**config.mk**
```make
export PLATFORM = sky130hd
export DESIGN_NAME = focus_peak_tracker
export DESIGN_NICKNAME = d
export VERILOG_FILES = /design/src/sv/fpt_pkg.sv /design/src/sv/focus_peak_tracker.sv /design/src/sv/fpt_peak.sv /design/src/sv/fpt_focus.sv
export SDC_FILE = /design/constraint.sdc
export NUM_CORES = 2
export LEC_CHECK = 0
export BUFFER_PORTS_ARGS = -buffer_cell sky130_fd_sc_hd__buf_4
export CAP_MARGIN = 20
export CORE_AREA = 2 2 214 426
export DETAILED_ROUTE_END_ITERATION = 7
export DIE_AREA = 0 0 216 428
export HOLD_SLACK_MARGIN = 0.02
export SLEW_MARGIN = 40
export SYNTH_ARGS = -nofsm -noshare
export SYNTH_HDL_FRONTEND = slang
export SYNTH_SLANG_ARGS = --single-unit
```
**constraint.sdc**
```tcl
create_clock -name i_clk -period 21.5 [get_ports i_clk]
set_input_delay 1.075 -clock i_clk [delete_from_list [all_inputs] [get_ports i_clk]]
set_output_delay 1.075 -clock i_clk [all_outputs]
set_load 0.05 [all_outputs]
```
**src/sv/fpt_pkg.sv**
```systemverilog
`default_nettype none
package fpt_pkg;

    localparam int SHARP_W = 24;
    localparam int COUNT_W = 8;
    localparam int PCT_W   = 8;
    localparam int FLOOR_W = 16;
    localparam int FRAC_W  = 8;
    localparam int HIST_DEPTH = 4;
    localparam int FRAMES_W   = 3;

    // Sharpness times 100 needs 7 more bits; a percent times the level needs 8.
    localparam int SCALED_W = SHARP_W + 8;

    localparam logic [SCALED_W-1:0] PCT_SCALE = SCALED_W'(100);
    localparam logic [FRAMES_W-1:0] FRAMES_FULL = FRAMES_W'(HIST_DEPTH);
    localparam logic [SHARP_W-1:0]  SHARP_MAX = {SHARP_W{1'b1}};
    localparam logic [COUNT_W-1:0]  COUNT_MAX = {COUNT_W{1'b1}};

    localparam int CFG_IDX_W = 2;
    localparam int CFG_DATA_W = 16;

    typedef enum logic [CFG_IDX_W-1:0] {
        CFG_ENTRY_PCT  = 2'd0,
        CFG_EXIT_PCT   = 2'd1,
        CFG_PEAK_FLOOR = 2'd2
    } t_cfg_idx;

    typedef struct packed {
        logic               found;
        logic [SHARP_W-1:0] level;
        logic [COUNT_W-1:0] total;
    } t_peak_info;

endpackage
`default_nettype wire

```
**src/sv/focus_peak_tracker.sv**
```systemverilog
`default_nettype none
// The input register holds an accepted request until it moves into the result register.
// Throughput: 1 request per cycle while the result register is empty or being taken;
// the input and result registers advance together whenever that holds.
// Reset (i_rst_n low, synchronous): history, counters, peak level and focus state
// clear; entry 90 %, exit 80 %, peak floor 0.
module focus_peak_tracker
    import fpt_pkg::*;
#(
    parameter int MIN_PEAKS = 5
) (
    input  wire logic                  i_clk,
    input  wire logic                  i_rst_n,
    input  wire logic                  s_axis_tvalid,
    output logic                       s_axis_tready,
    input  wire logic [23:0]           s_axis_tdata,  // [23:0] sharpness
    output logic                       m_axis_tvalid,
    input  wire logic                  m_axis_tready,
    // [0] in_focus, [1] peak_found, [25:2] peak_level, [33:26] peaks_seen, rest zero
    output logic [39:0]                m_axis_tdata,
    input  wire logic                  i_cfg_valid,
    output logic                       o_cfg_ready,
    input  wire logic [CFG_IDX_W-1:0]  i_cfg_index,
    input  wire logic [CFG_DATA_W-1:0] i_cfg_data
);

    logic [PCT_W-1:0]   r_entry_pct;
    logic [PCT_W-1:0]   r_exit_pct;
    logic [FLOOR_W-1:0] r_peak_floor;

    logic               r_in_vld;
    logic [SHARP_W-1:0] r_sharp;
    logic               r_out_vld;
    logic               r_out_focus;
    t_peak_info         r_out_info;

    logic       w_adv;
    logic       w_focus;
    t_peak_info w_info;

    assign o_cfg_ready = 1'b1;

    always_ff @(posedge i_clk) begin
        if (!i_rst_n) begin
            r_entry_pct  <= PCT_W'(90);
            r_exit_pct   <= PCT_W'(80);
            r_peak_floor <= '0;
        end else if (i_cfg_valid) begin
            unique case (t_cfg_idx'(i_cfg_index))
                CFG_ENTRY_PCT:  r_entry_pct  <= i_cfg_data[PCT_W-1:0];
                CFG_EXIT_PCT:   r_exit_pct   <= i_cfg_data[PCT_W-1:0];
                CFG_PEAK_FLOOR: r_peak_floor <= i_cfg_data;
                default: ;
            endcase
        end
    end

    // Advance the input register into the result register when the slot frees up.
    assign w_adv         = r_in_vld && (!r_out_vld || m_axis_tready);
    assign s_axis_tready = !r_in_vld || w_adv;

    always_ff @(posedge i_clk) begin
        if (!i_rst_n) begin
            r_in_vld  <= 1'b0;
            r_out_vld <= 1'b0;
        end else begin
            if (s_axis_tready) begin
                r_in_vld <= s_axis_tvalid;
            end
            if (w_adv) begin
                r_out_vld <= 1'b1;
            end else if (m_axis_tready) begin
                r_out_vld <= 1'b0;
            end
        end
    end

    always_ff @(posedge i_clk) begin
        if (s_axis_tready && s_axis_tvalid) begin
            r_sharp <= s_axis_tdata;
        end
        if (w_adv) begin
            r_out_focus <= w_focus;
            r_out_info  <= w_info;
        end
    end

    fpt_peak u_peak (
        .i_clk        (i_clk),
        .i_rst_n      (i_rst_n),
        .i_adv        (w_adv),
        .i_sharp      (r_sharp),
        .i_peak_floor (r_peak_floor),
        .o_info       (w_info)
    );

    fpt_focus #(
        .MIN_PEAKS (MIN_PEAKS)
    ) u_focus (
        .i_clk       (i_clk),
        .i_rst_n     (i_rst_n),
        .i_adv       (w_adv),
        .i_sharp     (r_sharp),
        .i_entry_pct (r_entry_pct),
        .i_exit_pct  (r_exit_pct),
        .i_info      (w_info),
        .o_in_focus  (w_focus)
    );

    assign m_axis_tvalid = r_out_vld;
    assign m_axis_tdata  = {6'd0, r_out_info.total, r_out_info.level,
                            r_out_info.found, r_out_focus};

endmodule
`default_nettype wire

```
**src/sv/fpt_peak.sv**
```systemverilog
`default_nettype none
module fpt_peak
    import fpt_pkg::*;
(
    input  wire logic               i_clk,
    input  wire logic               i_rst_n,
    input  wire logic               i_adv,
    input  wire logic [SHARP_W-1:0] i_sharp,
    input  wire logic [FLOOR_W-1:0] i_peak_floor,
    output t_peak_info              o_info
);

    logic [SHARP_W-1:0]  r_hist [HIST_DEPTH];
    logic [FRAMES_W-1:0] r_frames;
    logic [SHARP_W-1:0]  r_avg;
    logic [COUNT_W-1:0]  r_total;

    logic [FRAMES_W-1:0] n_frames;
    logic [SHARP_W-1:0]  n_avg;
    logic [COUNT_W-1:0]  n_total;
    logic [SHARP_W:0]    w_sum;
    logic [SHARP_W-1:0]  w_floor;
    logic [SHARP_W-1:0]  w_cand;
    logic                w_found;

    // After the shift the candidate sits at slot 2, which is slot 3 today.
    assign w_cand  = r_hist[3];
    assign w_floor = {i_peak_floor, FRAC_W'(0)};
    assign w_sum   = {1'b0, r_avg} + {1'b0, w_cand};

    always_comb begin
        n_frames = (r_frames < FRAMES_FULL) ? r_frames + FRAMES_W'(1) : r_frames;
        w_found  = (n_frames >= FRAMES_FULL) && (r_hist[1] != '0) && (i_sharp != '0)
                   && (r_hist[1] < r_hist[2]) && (r_hist[2] < w_cand)
                   && (w_cand > i_sharp) && (w_cand > w_floor);
        n_avg   = r_avg;
        n_total = r_total;
        if (w_found) begin
            n_avg   = (r_avg == '0) ? w_cand : w_sum[SHARP_W:1];
            n_total = (r_total != COUNT_MAX) ? r_total + COUNT_W'(1) : r_total;
        end
    end

    always_ff @(posedge i_clk) begin
        if (!i_rst_n) begin
            for (int i = 0; i < HIST_DEPTH; i++) begin
                r_hist[i] <= '0;
            end
            r_frames <= '0;
            r_avg    <= '0;
            r_total  <= '0;
        end else if (i_adv) begin
            for (int i = 0; i < HIST_DEPTH - 1; i++) begin
                r_hist[i] <= r_hist[i+1];
            end
            r_hist[HIST_DEPTH-1] <= i_sharp;
            r_frames <= n_frames;
            r_avg    <= n_avg;
            r_total  <= n_total;
        end
    end

    assign o_info.found = w_found;
    assign o_info.level = n_avg;
    assign o_info.total = n_total;

endmodule
`default_nettype wire

```
**src/sv/fpt_focus.sv**
```systemverilog
`default_nettype none
module fpt_focus
    import fpt_pkg::*;
#(
    parameter int MIN_PEAKS = 5
) (
    input  wire logic               i_clk,
    input  wire logic               i_rst_n,
    input  wire logic               i_adv,
    input  wire logic [SHARP_W-1:0] i_sharp,
    input  wire logic [PCT_W-1:0]   i_entry_pct,
    input  wire logic [PCT_W-1:0]   i_exit_pct,
    input  wire t_peak_info         i_info,
    output logic                    o_in_focus
);

    logic                r_focus;
    logic [SCALED_W-1:0] r_leave_prod;

    logic                n_focus;
    logic [SCALED_W-1:0] n_leave_prod;
    logic [SCALED_W-1:0] w_sharp_x100;
    logic [SCALED_W-1:0] w_sharp1_x100;
    logic [SCALED_W-1:0] w_entry_prod;
    logic [SCALED_W-1:0] w_exit_prod;

    // Compare in scaled form: s > floor(x/100) iff 100*s > x,
    // and s < floor(x/100) iff 100*(s+1) <= x.
    assign w_sharp_x100  = SCALED_W'(i_sharp) * PCT_SCALE;
    assign w_sharp1_x100 = (SCALED_W'(i_sharp) + SCALED_W'(1)) * PCT_SCALE;
    assign w_entry_prod  = SCALED_W'(i_entry_pct) * SCALED_W'(i_info.level);
    assign w_exit_prod   = SCALED_W'(i_exit_pct) * SCALED_W'(i_info.level);

    always_comb begin
        n_focus      = r_focus;
        n_leave_prod = r_leave_prod;
        if (!r_focus) begin
            if ((i_info.level != '0) && (w_sharp_x100 > w_entry_prod)
                    && (i_info.total > COUNT_W'(MIN_PEAKS))) begin
                n_focus      = 1'b1;
                n_leave_prod = w_exit_prod;
            end
        end else begin
            // Exit level saturates at full scale, so full-scale sharpness never drops.
            if ((i_sharp != SHARP_MAX) && (w_sharp1_x100 <= r_leave_prod)) begin
                n_focus = 1'b0;
            end
        end
    end

    always_ff @(posedge i_clk) begin
        if (!i_rst_n) begin
            r_focus      <= 1'b0;
            r_leave_prod <= '0;
        end else if (i_adv) begin
            r_focus      <= n_focus;
            r_leave_prod <= n_leave_prod;
        end
    end

    assign o_in_focus = n_focus;

endmodule
`default_nettype wire

```
# ---- Word level (Yosys, flattened, before mapping)
# Memories as Yosys holds them, arrays and structs flattened.
# Cells that the tools add are included.
dict set report totals {
  wordCells 85
  ramBits 96
  inputBits 47
  regBits 160
  n_memories 1
}
dict set report op_classes {
  bitwise_logic 5
  addsub 4
  n_eq_ne 4
  n_reduce_logical 25
  mul 4
  magnitude_cmp 9
  n_mux 18
}
# memory depth word_bits read_ports rd_ports_with_merged_regs write_ports line
set mem_list {}
lappend mem_list {u_peak.r_hist 4 24 3 0 4 fpt_peak.sv:13} ;# logic [SHARP_W-1:0] r_hist [HIST_DEPTH];
# op count
set ops {}
lappend ops {{24-bit 2-to-1 mux} 6}
lappend ops {{24-bit nonzero test} 3}
lappend ops {{8-bit by 24-bit multiplier with 32-bit output} 2}
lappend ops {{24-bit > comparator} 2}
lappend ops {{24-bit < comparator} 2}
lappend ops {{31-bit by 32-bit > comparator with 1-bit output} 1}
lappend ops {{32-bit less-or-equal comparator} 1}
lappend ops {{32-bit by 5-bit multiplier with 30-bit output, second input constant} 1}
lappend ops {{24-bit by 5-bit multiplier with 29-bit output, second input constant} 1}
lappend ops {{24-bit by 1-bit adder with 25-bit output, second input constant} 1}
lappend ops {{24-bit by 24-bit adder with 25-bit output} 1}
lappend ops {{24-bit logical NOT} 1}
lappend ops {{24-bit inequality test, second input constant} 1}
lappend ops {{8-bit 2-to-1 mux} 2}
lappend ops {{1-bit logical AND} 11}
lappend ops {{1-bit 2-to-1 mux} 9}
lappend ops {{8-bit by 1-bit adder with 8-bit output, second input constant} 1}
lappend ops {{8-bit by 3-bit > comparator with 1-bit output, second input constant} 1}
lappend ops {{8-bit inequality test, second input constant} 1}
lappend ops {{2-bit AND reduction} 3}
lappend ops {{1-bit bitwise OR} 4}
lappend ops {{3-bit by 1-bit adder with 3-bit output, second input constant} 1}
lappend ops {{3-bit greater-or-equal comparator, second input constant} 1}
lappend ops {{3-bit < comparator, second input constant} 1}
lappend ops {{other kinds (9)} 11}

# ---- Depth between registers and ports, before layout
dict set report logic_depth {
  word_depth 16
  mapped_depth 47
  mapped_depth_nobuf 43
}

# ---- Hierarchy
# Synthesis repeated with hierarchy kept, for this count alone.
dict set report unflattened {
  cells_unflattened 3570
  hier_area_um2 31184.9
}
# module instances cells_per_inst area_each_um2
set by_module_without_submodules {}
lappend by_module_without_submodules {fpt_focus 1 2396 19732.7}
lappend by_module_without_submodules {fpt_peak 1 968 8286.7}
lappend by_module_without_submodules {focus_peak_tracker 1 206 3165.5}

# ---- Least setup slack after synthesis
# Ideal clock, no wire load.
dict set report synth_timing {
  path_type {reg-to-reg}
  start {memory u_peak.r_hist[3][9], in the netlist u_peak.r_hist[0][81]}
  end {register u_focus.r_leave_prod[27]}
  path_slack_ns 12.001
  required_time_ns 21.378
  path_buffers 5
  arrival_ns 9.377
  setup_ns 0.122
  stages_incl_launch_ff 46
  path_cell_list {edfxtp_1 -> inv_1 -> ha_1 -> a21o_1 -> a221oi_2 -> o211ai_1 -> o2bb2ai_1 -> a2111oi_2 -> nand4_1 -> inv_1 -> buf_2 -> buf_1 -> nor2_1 -> nor2_1 -> clkbuf_1 -> and2_1 -> fa_1 -> fa_1 -> [10 not listed] -> o21bai_1 -> a21oi_1 -> o21bai_1 -> a21oi_1 -> xor2_1 -> ha_1 -> nand4_1 -> nor4_1 -> o31ai_1 -> o211ai_1 -> a21oi_1 -> o21ai_0 -> o2111a_1 -> o31a_1 -> o211ai_2 -> buf_6 -> buf_12 -> mux2i_1}
}
# element line
set synth_lines {}
lappend synth_lines {{from (decl)} fpt_peak.sv:13}
lappend synth_lines {{to (signal assigned)} fpt_focus.sv:57} ;# r_leave_prod <= n_leave_prod;
lappend synth_lines {{to (decl)} fpt_focus.sv:18} ;# logic [SCALED_W-1:0] r_leave_prod;

# ---- Worst setup path in the final report
dict set report layout_timing {
  start {register r_sharp[14]}
  end {register u_focus.r_leave_prod[28]}
}
dict set report layout_between {
  elab_chain_len 12
  elab_cells_between_ends 18
  classes_between {mul (3); order compare (3); mux (2); reduce/logical (10)}
}
# element line
set layout_lines {}
lappend layout_lines {{from (decl)} focus_peak_tracker.sv:32} ;# logic [SHARP_W-1:0] r_sharp;
lappend layout_lines {{from (signal assigned)} focus_peak_tracker.sv:80} ;# r_sharp <= s_axis_tdata;
lappend layout_lines {{branches (longest 12 deep; another with 8-bit by 24-bit multiplier with 32-bit output)} n/a}
# Several ways; the timed one is not identified.
# A chain may end at the register's enable or synchronous reset.

==> flow_summary.yaml <==
status:
  status: "completed"
clocking:
  post_cts.repair.setup_buffers: 0
  cts_sinks: 232
  cts_made_buffers: 26
  clock_path_buffers: 3
  cts_max_level: 1
  clockRootBuffer: "clkbuf_16"
  cts_resized: 0
  cts_tree: "built"
  cts.clk_slew.worst_paths_ns: 0.07
  clk_latency_ns: 0.61
  postCtsHoldBufs: 0
place:
  count_of_buffers_from_port_buffering: 82
  place_congestion: 0.954
  dp_hpwl_um: 76900
critical_path:
  cell_family_with_most_cp_delay: "compound AO/OA/AOI/OAI gates"
  critPathMaxFanout: 21
  cp.buffers_inverters: 9
  worst-setup-path-type: "reg2reg"
  slowest_delay_ns: 0.58
  crit_path_frequent_cell: "inv_1"
  cpMaxStageDelayCell: "mux2_2"
  required_time_at_the_endpoint_of_the_critical_path_ns: 22.01
  cp-end-kind: "register"
  cp_data_arrival_time_ns: 12.11
  worst_setup_path_start_kind: "register"
timing:
  timing.final.hold_violations: 0
  finalSetupViolations: 0
  clock-skew-final_ns: 0.0301
  fin_setup_tns_ns: 0
  max_transition_viols_final: 0
  fmax_mhz: 86.2
  finalCritPeriodShare_pct: 53.9
  layout_min_cycle_time_ns: 11.60
  slew_headroom_pct: 45.0
  worst-slew-pin-transition_ns: 0.825
  unrepaired_setup_endpoints_after_global_routing: "no"
yosys:
  ys_dominant_reg_cell: "edfxtp_1"
  synthesis.area_per_instance_um2: 8.95
  synth_edf_count: 130
  ys_seq_elements: 232
  netlist_instances: 3461
  synthArstFlopShare_pct: 0
  synthesis.area_um2: 31000
  synthesis.yosys.warnings: 0
  synth-seq-area-share_pct: 19.2
  netlist-cell-type-count: 81
global_route:
  grt_start_max_net_pins: 73
  grt_remaining_overflow: 0
  grt_resource_usage_total_pct: 20.9
  via_count_of_the_first_global_routing_pass: 26200
  grt_first_pass_wirelength_um: 148000
  antenna_found_initial: 0
finish:
  syn_to_final_growth_pct: 9.07
  regArea_um2: 5960
  total_area_of_multi_input_combinational_cells_um2: 22400
  antenna-diode-count: 0
  layout.filler_cells: 9116
  utilization_pct: 37.9
  layout_common_cells: "inv_1 (561), ha_1 (440), nand2_1 (328)"
  final_common_cell: "inv_1"
  drive_above_1_share_pct: 6.06
  finish.net_count: 4283
power:
  switching_share_pct: 38.5
  cell_internal_pwr_mw: 1.03
  power.density_cell_area_nw_per_um2: 49.5
  leakage_component_of_the_power_nw: 16.6
  combPwrFrac_pct: 40.4
  clockPowerShare_pct: 28.9
  irDropWorstVdd_v: 0.0000475
  sequentialPowerShare_pct: 30.7
  fin_total_pwr_mw: 1.67
  total_switching_power_mw: 0.644
floorplanning:
  core-area_um2: 89200
  effective_utilization_at_floorplan_pct: 34.7
  num_io_pins: 90
  die_h_um: 428
  die_area_um2: 92400
  cell_rows: 155
  fp.dieW_um: 216
routing:
  totalWireLength_um: 95600
  initialDrtViolationCount: 1038
  detailedRoute.firstPassIterationCount: 5
  route.detailed.vias_per_inst: 5.19
  ant_nets: 0
  dr_wl_cell_um: 20.4
  via_count: 24300
  drc: 0
hold_path:
  hold_path.class: "reg2reg"
flow_run:
  maxCapViolCount: 0
## area by class of cell
cell class / count / area share [%]
Multi-Input combinational cell: 2550 / 66.4
Sequential cell: 232 / 17.7
Inverter: 562 / 6.25
Tap cell: 1177 / 4.36
Timing Repair Buffer: 120 / 2.72
Clock buffer: 35 / 2.15
Clock inverter: 13 / 0.459
## worst register-to-register path, delay by kind of cell, from the launching register on
kind / cells / cell delay [ns]
muxes: 2 / 0.78
DFF: 1 / 0.44
buffers and inverters: 9 / 1.78
xor gates and xnor gates: 1 / 0.20
AOI/OAI and AO/OA: 18 / 3.72
adders and majority gates: 7 / 3.11
and+or+nand+nor: 7 / 1.48
## power by group through the flow
stage	combinational [mW]	sequential, mW	clock [mW]
2_1_floorplan	0.482	0.517	0
3_3_place_gp	0.667	0.523	0
3_5_place_dp	0.674	0.524	0
4_1_cts	0.680	0.514	0.494
5_1_grt	0.759	0.515	0.508
6_report	0.676	0.514	0.483
## Yosys cell counts (5+ instances only)
cell       number  share of area, %
a2111oi_0       6              0.17
a211o_1         7              0.20
a211oi_1       18              0.44
a21boi_0       31              0.75
a21o_1         78               1.9
a21oi_1       138               2.2
a311o_1         8              0.26
a31o_2          9              0.25
a31oi_1        11              0.22
and2_1        190               3.8
and3_1         36              0.73
and4_1          6              0.17
buf_1           6             0.073
buf_4           8              0.19
clkbuf_1      100               1.2
dfxtp_1       102               6.6
edfxtp_1      130                13
fa_1          304                20
ha_1          440                18
inv_1         561               6.8
mux2_2          8              0.29
mux2i_1        59               1.9
nand2_1       330               4.0
nand2b_1       22              0.44
nand3_1        44              0.71
nand3b_1        5              0.12
nand4_1        39              0.79
nor2_1        184               2.2
nor2b_1       123               2.5
nor3_1         39              0.63
nor3b_1         8              0.19
nor4_1         21              0.42
o211ai_1       17              0.41
o21a_1         25              0.61
o21ai_0        83               1.3
o21ai_1         7              0.11
o21bai_1       10              0.24
o31ai_1         8              0.19
or3_1          15              0.30
or4_1           5              0.12
xnor2_1        97               2.7
xor2_1         46               1.3
## per-stage QoR
stage	std cells	worst slack, ns	hold slack [ns]	instance area (µm²)
after floorplan	3466	12.00	0.435	31000
after global placement	4638	9.96	0.444	32800
after detailed placement	4640	9.93	0.453	32900
after CTS	4688	9.90	0.462	33800
after global routing	4689	9.28	0.484	33800
final	4689	9.90	0.459	33800
## cell families (layout without fill, tap and decap cells)
group                    after synthesis  count (layout)  synth area share (%)
AND/OR/NAND/NOR                     1080            1080                  17.5
adder cells (fa/ha/maj)              744             744                  37.4
buffers and inverters                684             730                  8.56
AO/OA/AOI/OAI                        509             509                  11.0
flip-flops                           232             232                  19.2
XOR/XNOR                             143             143                  4.04
multiplexers                          67              67                  2.20
other                                  2               7                0.0242
## path summary, 6_finish.rpt
| check | start | slack, ns | depth (start not counted) | endpoint |
|---|---|---|---|---|
| min | u_focus.r_leave_prod[13] | 0.46 | 2 | u_focus.r_leave_prod[13] |
| min reg2reg | u_focus.r_leave_prod[13] | 0.46 | 2 | u_focus.r_leave_prod[13] |
| max | r_sharp[14] | 9.90 | 44 | u_focus.r_leave_prod[28] |
| max reg2reg | r_sharp[14] | 9.90 | 44 | u_focus.r_leave_prod[28] |
## state kept, by name, indices dropped and copies added (netlist names)
register and flops:
u_peak.r_total 8, u_focus.r_leave_prod 32, u_peak.r_frames 3, u_focus.r_focus 1, m_axis_tvalid 1, r_peak_floor 16
r_exit_pct 8, u_peak.r_avg 24, u_peak.r_hist 72, m_axis_tdata 33, r_in_vld 1, r_entry_pct 8
r_out_focus 1, r_sharp 24
## per-layer routing
metal,vias to the layer above,global-route usage [%],share of wire (%)
li1,11500,-,-
met1,12000,19.7,33
met2,550,40.4,55
met3,293,1.57,2.5
met4,0,17.1,9.5
met5,-,0,0
No activity file was read; power rests on OpenSTA's default activity.
